**config.mk**
```make
export PLATFORM = sky130hd
export DESIGN_NAME = wind_angle_trimmed_mean_top_flat
export DESIGN_NICKNAME = d
export VERILOG_FILES = /design/src/rtl/core/wat_pkg.sv /design/src/rtl/core/wat_if.sv /design/src/rtl/core/wat_dp.sv /design/src/rtl/core/wat_ctrl.sv /design/src/rtl/core/wind_angle_trimmed_mean_top.sv /design/src/flat_wrapper.sv
export SDC_FILE = /design/constraint.sdc
export NUM_CORES = 1
export LEC_CHECK = 0
export ABC_AREA = 1
export BUFFER_PORTS_ARGS = -buffer_cell sky130_fd_sc_hd__buf_2
export CORE_MARGIN = 2
export CORE_UTILIZATION = 40
export DETAILED_ROUTE_END_ITERATION = 12
export SETUP_SLACK_MARGIN = 0.5
export SYNTH_ARGS = -nofsm -noshare
export SYNTH_HDL_FRONTEND = slang
export SYNTH_SLANG_ARGS = --single-unit
```
**constraint.sdc**
```tcl
create_clock -name clk -period 7.53 [get_ports clk]
set_clock_uncertainty 0.1 [all_clocks]
set_input_delay 1.1295 -clock clk [delete_from_list [all_inputs] [get_ports clk]]
set_output_delay 1.1295 -clock clk [all_outputs]
set_load 0.05 [all_outputs]
```
**src/rtl/core/wat_pkg.sv**
```systemverilog
// shared types, codes and constants of the wind angle trimmed mean filter
package wat_pkg;

  localparam int SAMPLE_W   = 9;
  localparam int BAND_W     = 8;
  localparam int STATUS_W   = 2;
  localparam int CFG_ADDR_W = 2;

  typedef logic signed [SAMPLE_W-1:0] sample_t;
  typedef logic [BAND_W-1:0]          band_t;
  typedef logic [STATUS_W-1:0]        status_t;
  typedef logic [CFG_ADDR_W-1:0]      cfg_addr_t;

  // result status codes
  localparam status_t ST_VALID    = 2'd0;
  localparam status_t ST_NOT_FULL = 2'd1;
  localparam status_t ST_EMPTY    = 2'd2;

  // register indexes
  localparam cfg_addr_t REG_WIDE_BAND   = 2'd0;
  localparam cfg_addr_t REG_NARROW_BAND = 2'd1;
  localparam cfg_addr_t REG_TIE_ANGLE   = 2'd2;

  // register reset values
  localparam band_t WIDE_BAND_RST   = 8'd130;
  localparam band_t NARROW_BAND_RST = 8'd50;
  localparam band_t TIE_ANGLE_RST   = 8'd90;

  // reference angle of the tie break
  localparam logic signed [10:0] TIE_REF = 11'sd180;

  typedef struct packed {
    logic load;
    logic scan_max;
    logic scan_min;
    logic scan_acc;
    logic div_init;
    logic div_step;
    logic finish;
  } wat_cmd_t;

  typedef struct packed {
    logic will_fill;
    logic idx_last;
    logic div_last;
  } wat_sts_t;

endpackage

```
**src/rtl/core/wat_if.sv**
```systemverilog
// request channel interfaces: sample input, result output, register writes
interface wat_in_if;
  import wat_pkg::*;
  logic    valid;
  logic    ready;
  sample_t sample;
  modport source (output valid, output sample, input ready);
  modport sink (input valid, input sample, output ready);
endinterface

interface wat_out_if;
  import wat_pkg::*;
  logic    valid;
  logic    ready;
  status_t status;
  sample_t mean;
  modport source (output valid, output status, output mean, input ready);
  modport sink (input valid, input status, input mean, output ready);
endinterface

interface wat_cfg_if;
  import wat_pkg::*;
  logic      valid;
  logic      ready;
  cfg_addr_t addr;
  band_t     data;
  modport source (output valid, output addr, output data, input ready);
  modport sink (input valid, input addr, input data, output ready);
endinterface

```
**src/rtl/core/wat_dp.sv**
```systemverilog
// datapath: sample window, extreme scans, band accumulation and serial divider
module wat_dp #(
  parameter int WINDOW = 7
) (
  input  logic              clk,
  input  logic              rst_n,
  input  wat_pkg::wat_cmd_t cmd,
  input  wat_pkg::sample_t  sample,
  input  wat_pkg::band_t    wide_band,
  input  wat_pkg::band_t    narrow_band,
  input  wat_pkg::band_t    tie_angle,
  output wat_pkg::wat_sts_t sts,
  output wat_pkg::status_t  res_status,
  output wat_pkg::sample_t  res_mean
);
  import wat_pkg::*;

  localparam int IDX_W  = $clog2(WINDOW);
  localparam int FILL_W = $clog2(WINDOW + 1);
  localparam int CNT_W  = $clog2(WINDOW);
  localparam int TERM_W = BAND_W + 2;
  localparam int SUM_W  = TERM_W + CNT_W;
  localparam int PSUM_W = SAMPLE_W + CNT_W;
  localparam int DCNT_W = $clog2(SUM_W);
  localparam int KEEP_N = WINDOW - 2;

  sample_t                  win_r [WINDOW];
  logic [FILL_W-1:0]        fill_r;
  logic [IDX_W-1:0]         idx_r;
  sample_t                  maxv_r, minv_r, lastk_r;
  logic [IDX_W-1:0]         imax_r, imin_r;
  logic                     minok_r;
  logic                     negf_r, posf_r;
  logic [CNT_W-1:0]         c1_r, c2_r;
  logic [SUM_W-1:0]         sumw_r, sumn_r;
  logic signed [PSUM_W-1:0] sump_r;
  logic [SUM_W-1:0]         quo_r;
  logic [CNT_W-1:0]         rem_r, dvs_r;
  logic [DCNT_W-1:0]        dcnt_r;
  band_t                    band_r;
  logic                     mixed_r, neg_r, empty_r;
  status_t                  status_r;
  sample_t                  mean_r;

  sample_t                  cur;
  logic                     first, scan, kept;
  logic                     max_upd, min_upd;
  logic signed [TERM_W-1:0] vx, wbx, nbx;
  logic                     in_w, in_n;
  logic [TERM_W-1:0]        termw, termn;
  logic                     negf_nxt, posf_nxt;
  logic [CNT_W-1:0]         c1_nxt, c2_nxt;
  logic [SUM_W-1:0]         sumw_nxt, sumn_nxt;
  logic signed [PSUM_W-1:0] sump_nxt;
  logic signed [10:0]       tie_lhs;
  logic                     mixed, use_n;
  logic signed [PSUM_W-1:0] psum_mag;
  logic [SUM_W-1:0]         dvd_nxt;
  logic [CNT_W-1:0]         dvs_nxt;
  logic [CNT_W:0]           rem_sh;
  logic                     ge;
  logic [CNT_W-1:0]         rem_nxt;
  logic signed [SUM_W:0]    qx, banded, plain;

  assign cur   = win_r[idx_r];
  assign first = (idx_r == '0);
  assign scan  = cmd.scan_max | cmd.scan_min | cmd.scan_acc;
  assign kept  = (idx_r != imax_r) && (idx_r != imin_r);

  assign sts.will_fill = (fill_r >= FILL_W'(WINDOW - 1));
  assign sts.idx_last  = (idx_r == IDX_W'(WINDOW - 1));
  assign sts.div_last  = (dcnt_r == DCNT_W'(SUM_W - 1));

  // window shift, oldest entry first
  always_ff @(posedge clk) begin
    if (cmd.load) begin
      for (int i = 0; i < WINDOW - 1; i++) begin
        win_r[i] <= win_r[i+1];
      end
      win_r[WINDOW-1] <= sample;
    end
  end

  always_ff @(posedge clk) begin
    if (!rst_n) begin
      fill_r <= '0;
      idx_r  <= '0;
    end else begin
      if (cmd.load && fill_r != FILL_W'(WINDOW)) begin
        fill_r <= fill_r + 1'b1;
      end
      if (cmd.load) begin
        idx_r <= '0;
      end else if (scan) begin
        idx_r <= sts.idx_last ? '0 : idx_r + 1'b1;
      end
    end
  end

  // newest maximum, then newest minimum among the rest
  assign max_upd = first || (cur >= maxv_r);
  assign min_upd = (idx_r != imax_r) && (!(minok_r && !first) || (cur <= minv_r));

  always_ff @(posedge clk) begin
    if (cmd.scan_max && max_upd) begin
      maxv_r <= cur;
      imax_r <= idx_r;
    end
    if (cmd.scan_min) begin
      if (min_upd) begin
        minv_r  <= cur;
        imin_r  <= idx_r;
        minok_r <= 1'b1;
      end else if (first) begin
        minok_r <= 1'b0;
      end
    end
  end

  // band tests and accumulation over the kept samples
  always_comb begin
    vx    = {cur[SAMPLE_W-1], cur};
    wbx   = $signed({2'b00, wide_band});
    nbx   = $signed({2'b00, narrow_band});
    in_w  = kept && (vx >= -wbx) && (vx <= wbx);
    in_n  = kept && (vx >= -nbx) && (vx <= nbx);
    termw = TERM_W'(vx + wbx);
    termn = TERM_W'(vx + nbx);

    negf_nxt = (first ? 1'b0 : negf_r) | (kept && (cur < 0));
    posf_nxt = (first ? 1'b0 : posf_r) | (kept && (cur > 0));
    c1_nxt   = (first ? '0 : c1_r) + CNT_W'(in_w);
    c2_nxt   = (first ? '0 : c2_r) + CNT_W'(in_n);
    sumw_nxt = (first ? '0 : sumw_r) + (in_w ? {{CNT_W{1'b0}}, termw} : '0);
    sumn_nxt = (first ? '0 : sumn_r) + (in_n ? {{CNT_W{1'b0}}, termn} : '0);
    sump_nxt = (first ? '0 : sump_r)
             + (kept ? {{CNT_W{cur[SAMPLE_W-1]}}, cur} : '0);
  end

  always_ff @(posedge clk) begin
    if (cmd.scan_acc) begin
      negf_r <= negf_nxt;
      posf_r <= posf_nxt;
      c1_r   <= c1_nxt;
      c2_r   <= c2_nxt;
      sumw_r <= sumw_nxt;
      sumn_r <= sumn_nxt;
      sump_r <= sump_nxt;
      if (kept) begin
        lastk_r <= cur;
      end
    end
  end

  // band choice and divider operands
  always_comb begin
    mixed    = negf_r & posf_r;
    tie_lhs  = TIE_REF - {{2{lastk_r[SAMPLE_W-1]}}, lastk_r};
    use_n    = (c1_r != c2_r) ? (c2_r > c1_r) : (tie_lhs > $signed({3'b000, tie_angle}));
    psum_mag = sump_r[PSUM_W-1] ? -sump_r : sump_r;
    if (mixed) begin
      dvd_nxt = use_n ? sumn_r : sumw_r;
      dvs_nxt = use_n ? c2_r : c1_r;
    end else begin
      dvd_nxt = {{(SUM_W-PSUM_W){1'b0}}, psum_mag};
      dvs_nxt = CNT_W'(KEEP_N);
    end
  end

  // restoring divider, one quotient bit a cycle
  always_comb begin
    rem_sh  = {rem_r, quo_r[SUM_W-1]};
    ge      = (rem_sh >= {1'b0, dvs_r});
    rem_nxt = ge ? CNT_W'(rem_sh - {1'b0, dvs_r}) : rem_sh[CNT_W-1:0];
  end

  always_ff @(posedge clk) begin
    if (cmd.div_init) begin
      quo_r   <= dvd_nxt;
      rem_r   <= '0;
      dvs_r   <= dvs_nxt;
      dcnt_r  <= '0;
      band_r  <= use_n ? narrow_band : wide_band;
      mixed_r <= mixed;
      neg_r   <= sump_r[PSUM_W-1];
      empty_r <= mixed && (dvs_nxt == '0);
    end else if (cmd.div_step) begin
      quo_r  <= {quo_r[SUM_W-2:0], ge};
      rem_r  <= rem_nxt;
      dcnt_r <= dcnt_r + 1'b1;
    end
  end

  // final correction of the quotient
  always_comb begin
    qx     = $signed({1'b0, quo_r});
    banded = qx - $signed({{(SUM_W-BAND_W+1){1'b0}}, band_r});
    plain  = neg_r ? -qx : qx;
  end

  always_ff @(posedge clk) begin
    if (cmd.load) begin
      status_r <= ST_NOT_FULL;
      mean_r   <= '0;
    end else if (cmd.finish) begin
      if (mixed_r && empty_r) begin
        status_r <= ST_EMPTY;
        mean_r   <= '0;
      end else begin
        status_r <= ST_VALID;
        mean_r   <= mixed_r ? banded[SAMPLE_W-1:0] : plain[SAMPLE_W-1:0];
      end
    end
  end

  assign res_status = status_r;
  assign res_mean   = mean_r;

endmodule

```
**src/rtl/core/wat_ctrl.sv**
```systemverilog
// controller state machine sequencing scans, division and result hand-off
module wat_ctrl (
  input  logic              clk,
  input  logic              rst_n,
  input  logic              in_valid,
  input  logic              out_free,
  input  wat_pkg::wat_sts_t sts,
  output wat_pkg::wat_cmd_t cmd,
  output logic              in_ready,
  output logic              emit
);
  import wat_pkg::*;

  localparam logic [2:0] S_IDLE = 3'd0;
  localparam logic [2:0] S_MAX  = 3'd1;
  localparam logic [2:0] S_MIN  = 3'd2;
  localparam logic [2:0] S_ACC  = 3'd3;
  localparam logic [2:0] S_PREP = 3'd4;
  localparam logic [2:0] S_DIV  = 3'd5;
  localparam logic [2:0] S_FIN  = 3'd6;
  localparam logic [2:0] S_DONE = 3'd7;

  logic [2:0] state_r, state_nxt;

  always_comb begin
    state_nxt = state_r;
    cmd       = '0;
    in_ready  = 1'b0;
    emit      = 1'b0;
    case (state_r)
      S_IDLE: begin
        in_ready = 1'b1;
        if (in_valid) begin
          cmd.load  = 1'b1;
          state_nxt = sts.will_fill ? S_MAX : S_DONE;
        end
      end
      S_MAX: begin
        cmd.scan_max = 1'b1;
        if (sts.idx_last) state_nxt = S_MIN;
      end
      S_MIN: begin
        cmd.scan_min = 1'b1;
        if (sts.idx_last) state_nxt = S_ACC;
      end
      S_ACC: begin
        cmd.scan_acc = 1'b1;
        if (sts.idx_last) state_nxt = S_PREP;
      end
      S_PREP: begin
        cmd.div_init = 1'b1;
        state_nxt    = S_DIV;
      end
      S_DIV: begin
        cmd.div_step = 1'b1;
        if (sts.div_last) state_nxt = S_FIN;
      end
      S_FIN: begin
        cmd.finish = 1'b1;
        state_nxt  = S_DONE;
      end
      S_DONE: begin
        if (out_free) begin
          emit      = 1'b1;
          state_nxt = S_IDLE;
        end
      end
      default: begin
        state_nxt = S_IDLE;
      end
    endcase
  end

  always_ff @(posedge clk) begin
    if (!rst_n) begin
      state_r <= S_IDLE;
    end else begin
      state_r <= state_nxt;
    end
  end

endmodule

```
**src/rtl/core/wind_angle_trimmed_mean_top.sv**
```systemverilog
// top level of the wind angle trimmed mean filter
// Each sample request on in_ch is shifted into a window of the WINDOW newest
// wind angles and gives exactly one result request on out_ch. Until the
// window has filled, the result carries status 1 (not full) and mean 0.
// Once full, the newest maximum and then the newest minimum are dropped; if
// the kept samples have both signs the mean of the wide or narrow band
// (offset by the band value) is given, otherwise the plain mean truncated
// toward zero, and status 2 marks an empty band. A full window is worked in
// three passes over the window at one entry a cycle (maximum, minimum, band
// sums) and a restoring divider giving one quotient bit a cycle. One sample
// is in work at a time; the result waits in an output register, so the next
// sample is taken while the previous result is still held. Registers are
// written through cfg_ch (always ready); the user must write them only
// while idle, as the block itself does not enforce it.
module wind_angle_trimmed_mean_top #(
  parameter int WINDOW = 7
) (
  input  logic          clk,
  input  logic          rst_n,
  wat_in_if.sink        in_ch,
  wat_out_if.source     out_ch,
  wat_cfg_if.sink       cfg_ch
);
  import wat_pkg::*;

  // configuration registers
  band_t wide_band_r, narrow_band_r, tie_angle_r;

  // output register
  logic    out_valid_r;
  status_t out_status_r;
  sample_t out_mean_r;

  wat_cmd_t cmd;
  wat_sts_t sts;
  logic     emit;
  logic     out_free;
  status_t  res_status;
  sample_t  res_mean;

  assign cfg_ch.ready = 1'b1;

  // register writes, unknown indexes are dropped
  always_ff @(posedge clk) begin
    if (!rst_n) begin
      wide_band_r   <= WIDE_BAND_RST;
      narrow_band_r <= NARROW_BAND_RST;
      tie_angle_r   <= TIE_ANGLE_RST;
    end else if (cfg_ch.valid) begin
      case (cfg_ch.addr)
        REG_WIDE_BAND:   wide_band_r   <= cfg_ch.data;
        REG_NARROW_BAND: narrow_band_r <= cfg_ch.data;
        REG_TIE_ANGLE:   tie_angle_r   <= cfg_ch.data;
        default: begin
        end
      endcase
    end
  end

  // output slot free when empty or draining this cycle
  assign out_free = !out_valid_r || out_ch.ready;

  wat_ctrl u_ctrl (
    .clk      (clk),
    .rst_n    (rst_n),
    .in_valid (in_ch.valid),
    .out_free (out_free),
    .sts      (sts),
    .cmd      (cmd),
    .in_ready (in_ch.ready),
    .emit     (emit)
  );

  wat_dp #(
    .WINDOW (WINDOW)
  ) u_dp (
    .clk         (clk),
    .rst_n       (rst_n),
    .cmd         (cmd),
    .sample      (in_ch.sample),
    .wide_band   (wide_band_r),
    .narrow_band (narrow_band_r),
    .tie_angle   (tie_angle_r),
    .sts         (sts),
    .res_status  (res_status),
    .res_mean    (res_mean)
  );

  always_ff @(posedge clk) begin
    if (!rst_n) begin
      out_valid_r <= 1'b0;
    end else if (emit) begin
      out_valid_r <= 1'b1;
    end else if (out_ch.ready) begin
      out_valid_r <= 1'b0;
    end
  end

  // result payload, loaded with the request
  always_ff @(posedge clk) begin
    if (emit) begin
      out_status_r <= res_status;
      out_mean_r   <= res_mean;
    end
  end

  assign out_ch.valid  = out_valid_r;
  assign out_ch.status = out_status_r;
  assign out_ch.mean   = out_mean_r;

endmodule

```
**src/flat_wrapper.sv**
```systemverilog
// flat-port wrapper written by rule: the top's interface ports become plain ports
module wind_angle_trimmed_mean_top_flat import wat_pkg::*;
#(
  parameter int WINDOW = 7
)
  (clk, rst_n, in_ch_valid, in_ch_sample, in_ch_ready, out_ch_valid, out_ch_status, out_ch_mean, out_ch_ready, cfg_ch_valid, cfg_ch_addr, cfg_ch_data, cfg_ch_ready);
  wat_in_if in_ch_i ();
  wat_out_if out_ch_i ();
  wat_cfg_if cfg_ch_i ();
  input  logic clk;
  input  logic rst_n;
  input wire logic [$bits(in_ch_i.valid)-1:0] in_ch_valid;
  input wire logic [$bits(in_ch_i.sample)-1:0] in_ch_sample;
  output wire logic [$bits(in_ch_i.ready)-1:0] in_ch_ready;
  output wire logic [$bits(out_ch_i.valid)-1:0] out_ch_valid;
  output wire logic [$bits(out_ch_i.status)-1:0] out_ch_status;
  output wire logic [$bits(out_ch_i.mean)-1:0] out_ch_mean;
  input wire logic [$bits(out_ch_i.ready)-1:0] out_ch_ready;
  input wire logic [$bits(cfg_ch_i.valid)-1:0] cfg_ch_valid;
  input wire logic [$bits(cfg_ch_i.addr)-1:0] cfg_ch_addr;
  input wire logic [$bits(cfg_ch_i.data)-1:0] cfg_ch_data;
  output wire logic [$bits(cfg_ch_i.ready)-1:0] cfg_ch_ready;
  assign in_ch_i.valid = in_ch_valid;
  assign in_ch_i.sample = in_ch_sample;
  assign in_ch_ready = in_ch_i.ready;
  assign out_ch_valid = out_ch_i.valid;
  assign out_ch_status = out_ch_i.status;
  assign out_ch_mean = out_ch_i.mean;
  assign out_ch_i.ready = out_ch_ready;
  assign cfg_ch_i.valid = cfg_ch_valid;
  assign cfg_ch_i.addr = cfg_ch_addr;
  assign cfg_ch_i.data = cfg_ch_data;
  assign cfg_ch_ready = cfg_ch_i.ready;
  wind_angle_trimmed_mean_top #(.WINDOW(WINDOW)) u_core (.clk(clk), .rst_n(rst_n), .in_ch(in_ch_i), .out_ch(out_ch_i), .cfg_ch(cfg_ch_i));
endmodule
```
==> impl_results.md <==
- FMAX: between 150 and 200 MHz
- Pre-CTS WS: 2300 ps
- Synthesis-to-layout area growth: 11.3%
- Kind of end point of the critical path: flop
- # clock sinks: 236
- H-tree lvl count: 1
- Worst-path clk slew: 60 ps
- Die width: 193 um
- CTS tree: yes
- Max-Cap Viols: 0
- Inst Count DP: approximately 2,100
- Total grt overflow: 0
- Synth unique cells: 55
- Switching Fraction: 43.0%
- Non-filler cells, final: 2,130
- Combinational fraction of design power: 49.0%
- Post-DP HPWL: between 20,000 and 30,000 um
- Hold Crit Start: u_core.u_dp.res_mean[7]$_SDFFE_PP0P_
- Drt via density: 5.14
- Initial antenna violation count: 0
- Cts hold-fix bufs: 0
- Post-CTS resize count: 0
- Worst Tran Pin Value: 1270 ps
- Routed Antenna Nets: 0
- Count leader, synth: nand2_1
- Ports: 38
- Synth top area cells: edfxtp_1 38%, ha_1 12%, dfxtp_1 7.7%
- Clock Latency Late Sink: 550 ps
- Reg2Reg Depth: 25
- Post-synth top cells: 264 x nand2_1, 207 x inv_1, 181 x edfxtp_1, 160 x nor2_1, 134 x ha_1
- Final Hold Fails: 0
- Post-CTS setup buffer count: 0
- Routed via count: 10,949
- Yosys top cell area share: 37.9%
- Core area: 35,400 sq um
- Async SR Flop Fraction: 0%
- Final GP Congestion: 0.902
- Worst Path Max Fanout: 30
- Synth Area per Inst: approximately 9 sq um
- Antenna diodes: 0
- R2r setup slk: approximately 2200 ps
- Slowest stage cell, crit path: ha_1
- First-pass GRT wire length: ~56,000 um
- Sequential cell area fraction in the yosys report: 45.6%
- Dominant synthesized flop cell: edfxtp_1
- Hold path cells: 0
- CTS Buf Count: 27
- P_sw: approximately 3 mW
- CP delay by family, top: compound AO/OA/AOI/OAI gates
- Post-synthesis register bit count: 236
- Crit start category: flop
- Post-synth EDFFs: about 180
- Root buffer cell: clkbuf_16
- Setup TNS: 0 ps
- Initial DRC Count: 680
- Clock power share: 20.0%
- Unrepaired setup endpoints after global routing: no
- Worst Hold Path EP: u_core.out_ch.mean[7]$_DFFE_PP_
- Vias in the first global route: between 10,000 and 15,000
- Die area: between 30,000 and 40,000 sq um
- Wire per inst: 16.0 um
- Port Buffer Count: 36
- VDD IR-drop max: 0.222 mV
- Synth Warn #: 0
- Worst path bufs/invs: 3
- Worst EP arrival: 5480 ps
- Drt total wl: 34,100 um
- Crit path required time: 7720 ps
- Mapped Nets: 1,776
- Largest net degree at the start of global routing: 64
- Reg2reg end: u_core.u_dp.sumw_r[12]$_DFFE_PP_
- Share of post-route cells with drive strength above 1: just under 9%
- Post-Syn Area: 14,300 sq um
- Gr usage total: 18.3%
- Cell count after synthesis: 1,611
- Status: completed
- Die height: 193 um
- Cell Int Power: 3.95 mW
- Clock Tree Buf Depth: 3
- Rows: 69
- Biggest area consumer among synthesized cells: edfxtp_1
- Worst Hold Slack: 331 ps
- Max Slew Vio Count: 0
- Final Setup Violations: 0
- Power per Cell Area: about 430 nW/um^2
- Crit Path Category: flop to flop
- Starting Density: slightly above 40%
- Final Critical Period: 5290 ps
- Crit share post-route: 70.2%
- Seq pwr share: 31.0%
- PnR worst setup slack: about 2200 ps
- Drt pass-1 iters: 7
- Leak: approximately 7 nW
- Core Util, Final: 45.1%
- Post-layout nets: about 1,800
- # DRC: 0
- Worst path max stage delay: 520 ps
- Hold Path Class: flop to flop
- Slew margin rel.: 15.3%
## cell type report
class | count | area (sq um)
Tap cell | 461 | 577
Timing Repair Buffer | 49 | 278
Multi-Input combinational cell | 1116 | 6800
Fill cell | 3442 | 19400
Clock buffer | 33 | 718
Inverter | 219 | 825
Clock inverter | 16 | 218
Sequential cell | 236 | 6540
## metal layers
metal | part of all wire (%) | up-vias | track usage, % | wire length [um]
met2 | 44 | 228 | 28.7 | 15000
met4 | 1.9 | 0 | 3.90 | 650
met5 | 0 | - | 0 | 0
met1 | 50 | 5157 | 27.6 | 17000
met3 | 4.2 | 37 | 1.67 | 1430
li1 | - | 5527 | - | -
## layout by cell type (no fill, tap or decap), types with 14 or more instances in the layout
cell type,count
nand2_1,264
inv_1,207
edfxtp_1,181
nor2_1,159
ha_1,134
a21oi_1,131
nand3_1,92
o21ai_0,83
xor2_1,58
dfxtp_1,55
buf_2,36
clkbuf_16,27
o211ai_1,22
xnor2_1,20
nor3_1,18
nor2_2,14
## flip-flops by register name, summed over array words and instances, names as in the netlist, 4 cells and up, named ones only
name,count
u_core.tie_angle_r,8
u_core.u_dp.band_r,8
u_core.u_dp.sumn_r,13
u_core.wide_band_r,8
u_core.narrow_band_r,8
u_core.u_dp.sumw_r,13
u_core.u_dp.quo_r,13
u_core.u_dp.win_r,63
u_core.out_ch.mean,9
u_core.u_dp.lastk_r,9
u_core.u_dp.dcnt_r,4
u_core.u_dp.res_mean,9
u_core.u_dp.sump_r,12
u_core.u_dp.maxv_r,9
u_core.u_dp.minv_r,9
## worst register-to-register path: stages, from the launching register on
cell and delay, ps:
dfxtp_1 310, buf_4 290, inv_2 260, o21ai_0 220
o22ai_1 90, nand2_1 80, nand2_1 370, ha_1 520
a21oi_1 150, o21ai_0 90, nor2_1 90, o21ai_0 70
a21o_1 170, a21oi_2 160, nand2_2 140, nor2_1 130
ha_1 170, inv_1 60, fa_1 390, o21ai_0 410
nand4_1 140, nand2_1 140, a21oi_1 70, o21bai_1 180
nand2_1 90, xor2_1 140
## logic make-up after synthesis
kind of cell / Yosys count / share of synthesized area (%)
other: 1 / 0.0262
AND/OR/NAND/NOR: 601 / 18.1
XOR/XNOR: 78 / 4.77
buffers and inverters: 259 / 7.15
AO/OA/AOI/OAI: 294 / 11.6
flip-flops: 236 / 45.6
adder cells (fa/ha/maj): 141 / 12.7
multiplexers: 1 / 0.0698
## through the flow
step / cell area, sq um / total power, mW
2_1_floorplan: 14300 / 4.66
3_3_place_gp: 15000 / 5.50
3_5_place_dp: 15000 / 5.56
4_1_cts: 15900 / 6.97
5_1_grt: 15900 / 7.52
6_report: 15900 / 6.92
## how the worst max path moves through the flow
stage	cells past startpoint	from	slack [ps]	end
finish	25	flop	2240	u_core.u_dp.sumw_r[12]$_DFFE_PP_
detailed placement	25	flop	2300	u_core.u_dp.sumw_r[12]$_DFFE_PP_
global placement	25	flop	2440	u_core.u_dp.sumw_r[12]$_DFFE_PP_
floorplan	25	flop	2430	u_core.u_dp.sumw_r[12]$_DFFE_PP_
CTS	25	flop	2270	u_core.u_dp.sumw_r[12]$_DFFE_PP_
global route	25	flop	1660	u_core.u_dp.sumw_r[12]$_DFFE_PP_
## power by group through the flow
stage / combinational, mW / clock (mW) / sequential, mW
final: 3.39 / 1.38 / 2.15
after CTS: 3.41 / 1.41 / 2.15
after detailed placement: 3.39 / 0 / 2.17
after global routing: 3.87 / 1.47 / 2.19
after global placement: 3.33 / 0 / 2.17
after floorplan: 2.56 / 0 / 2.10
Power figures use the tool's default switching activity.
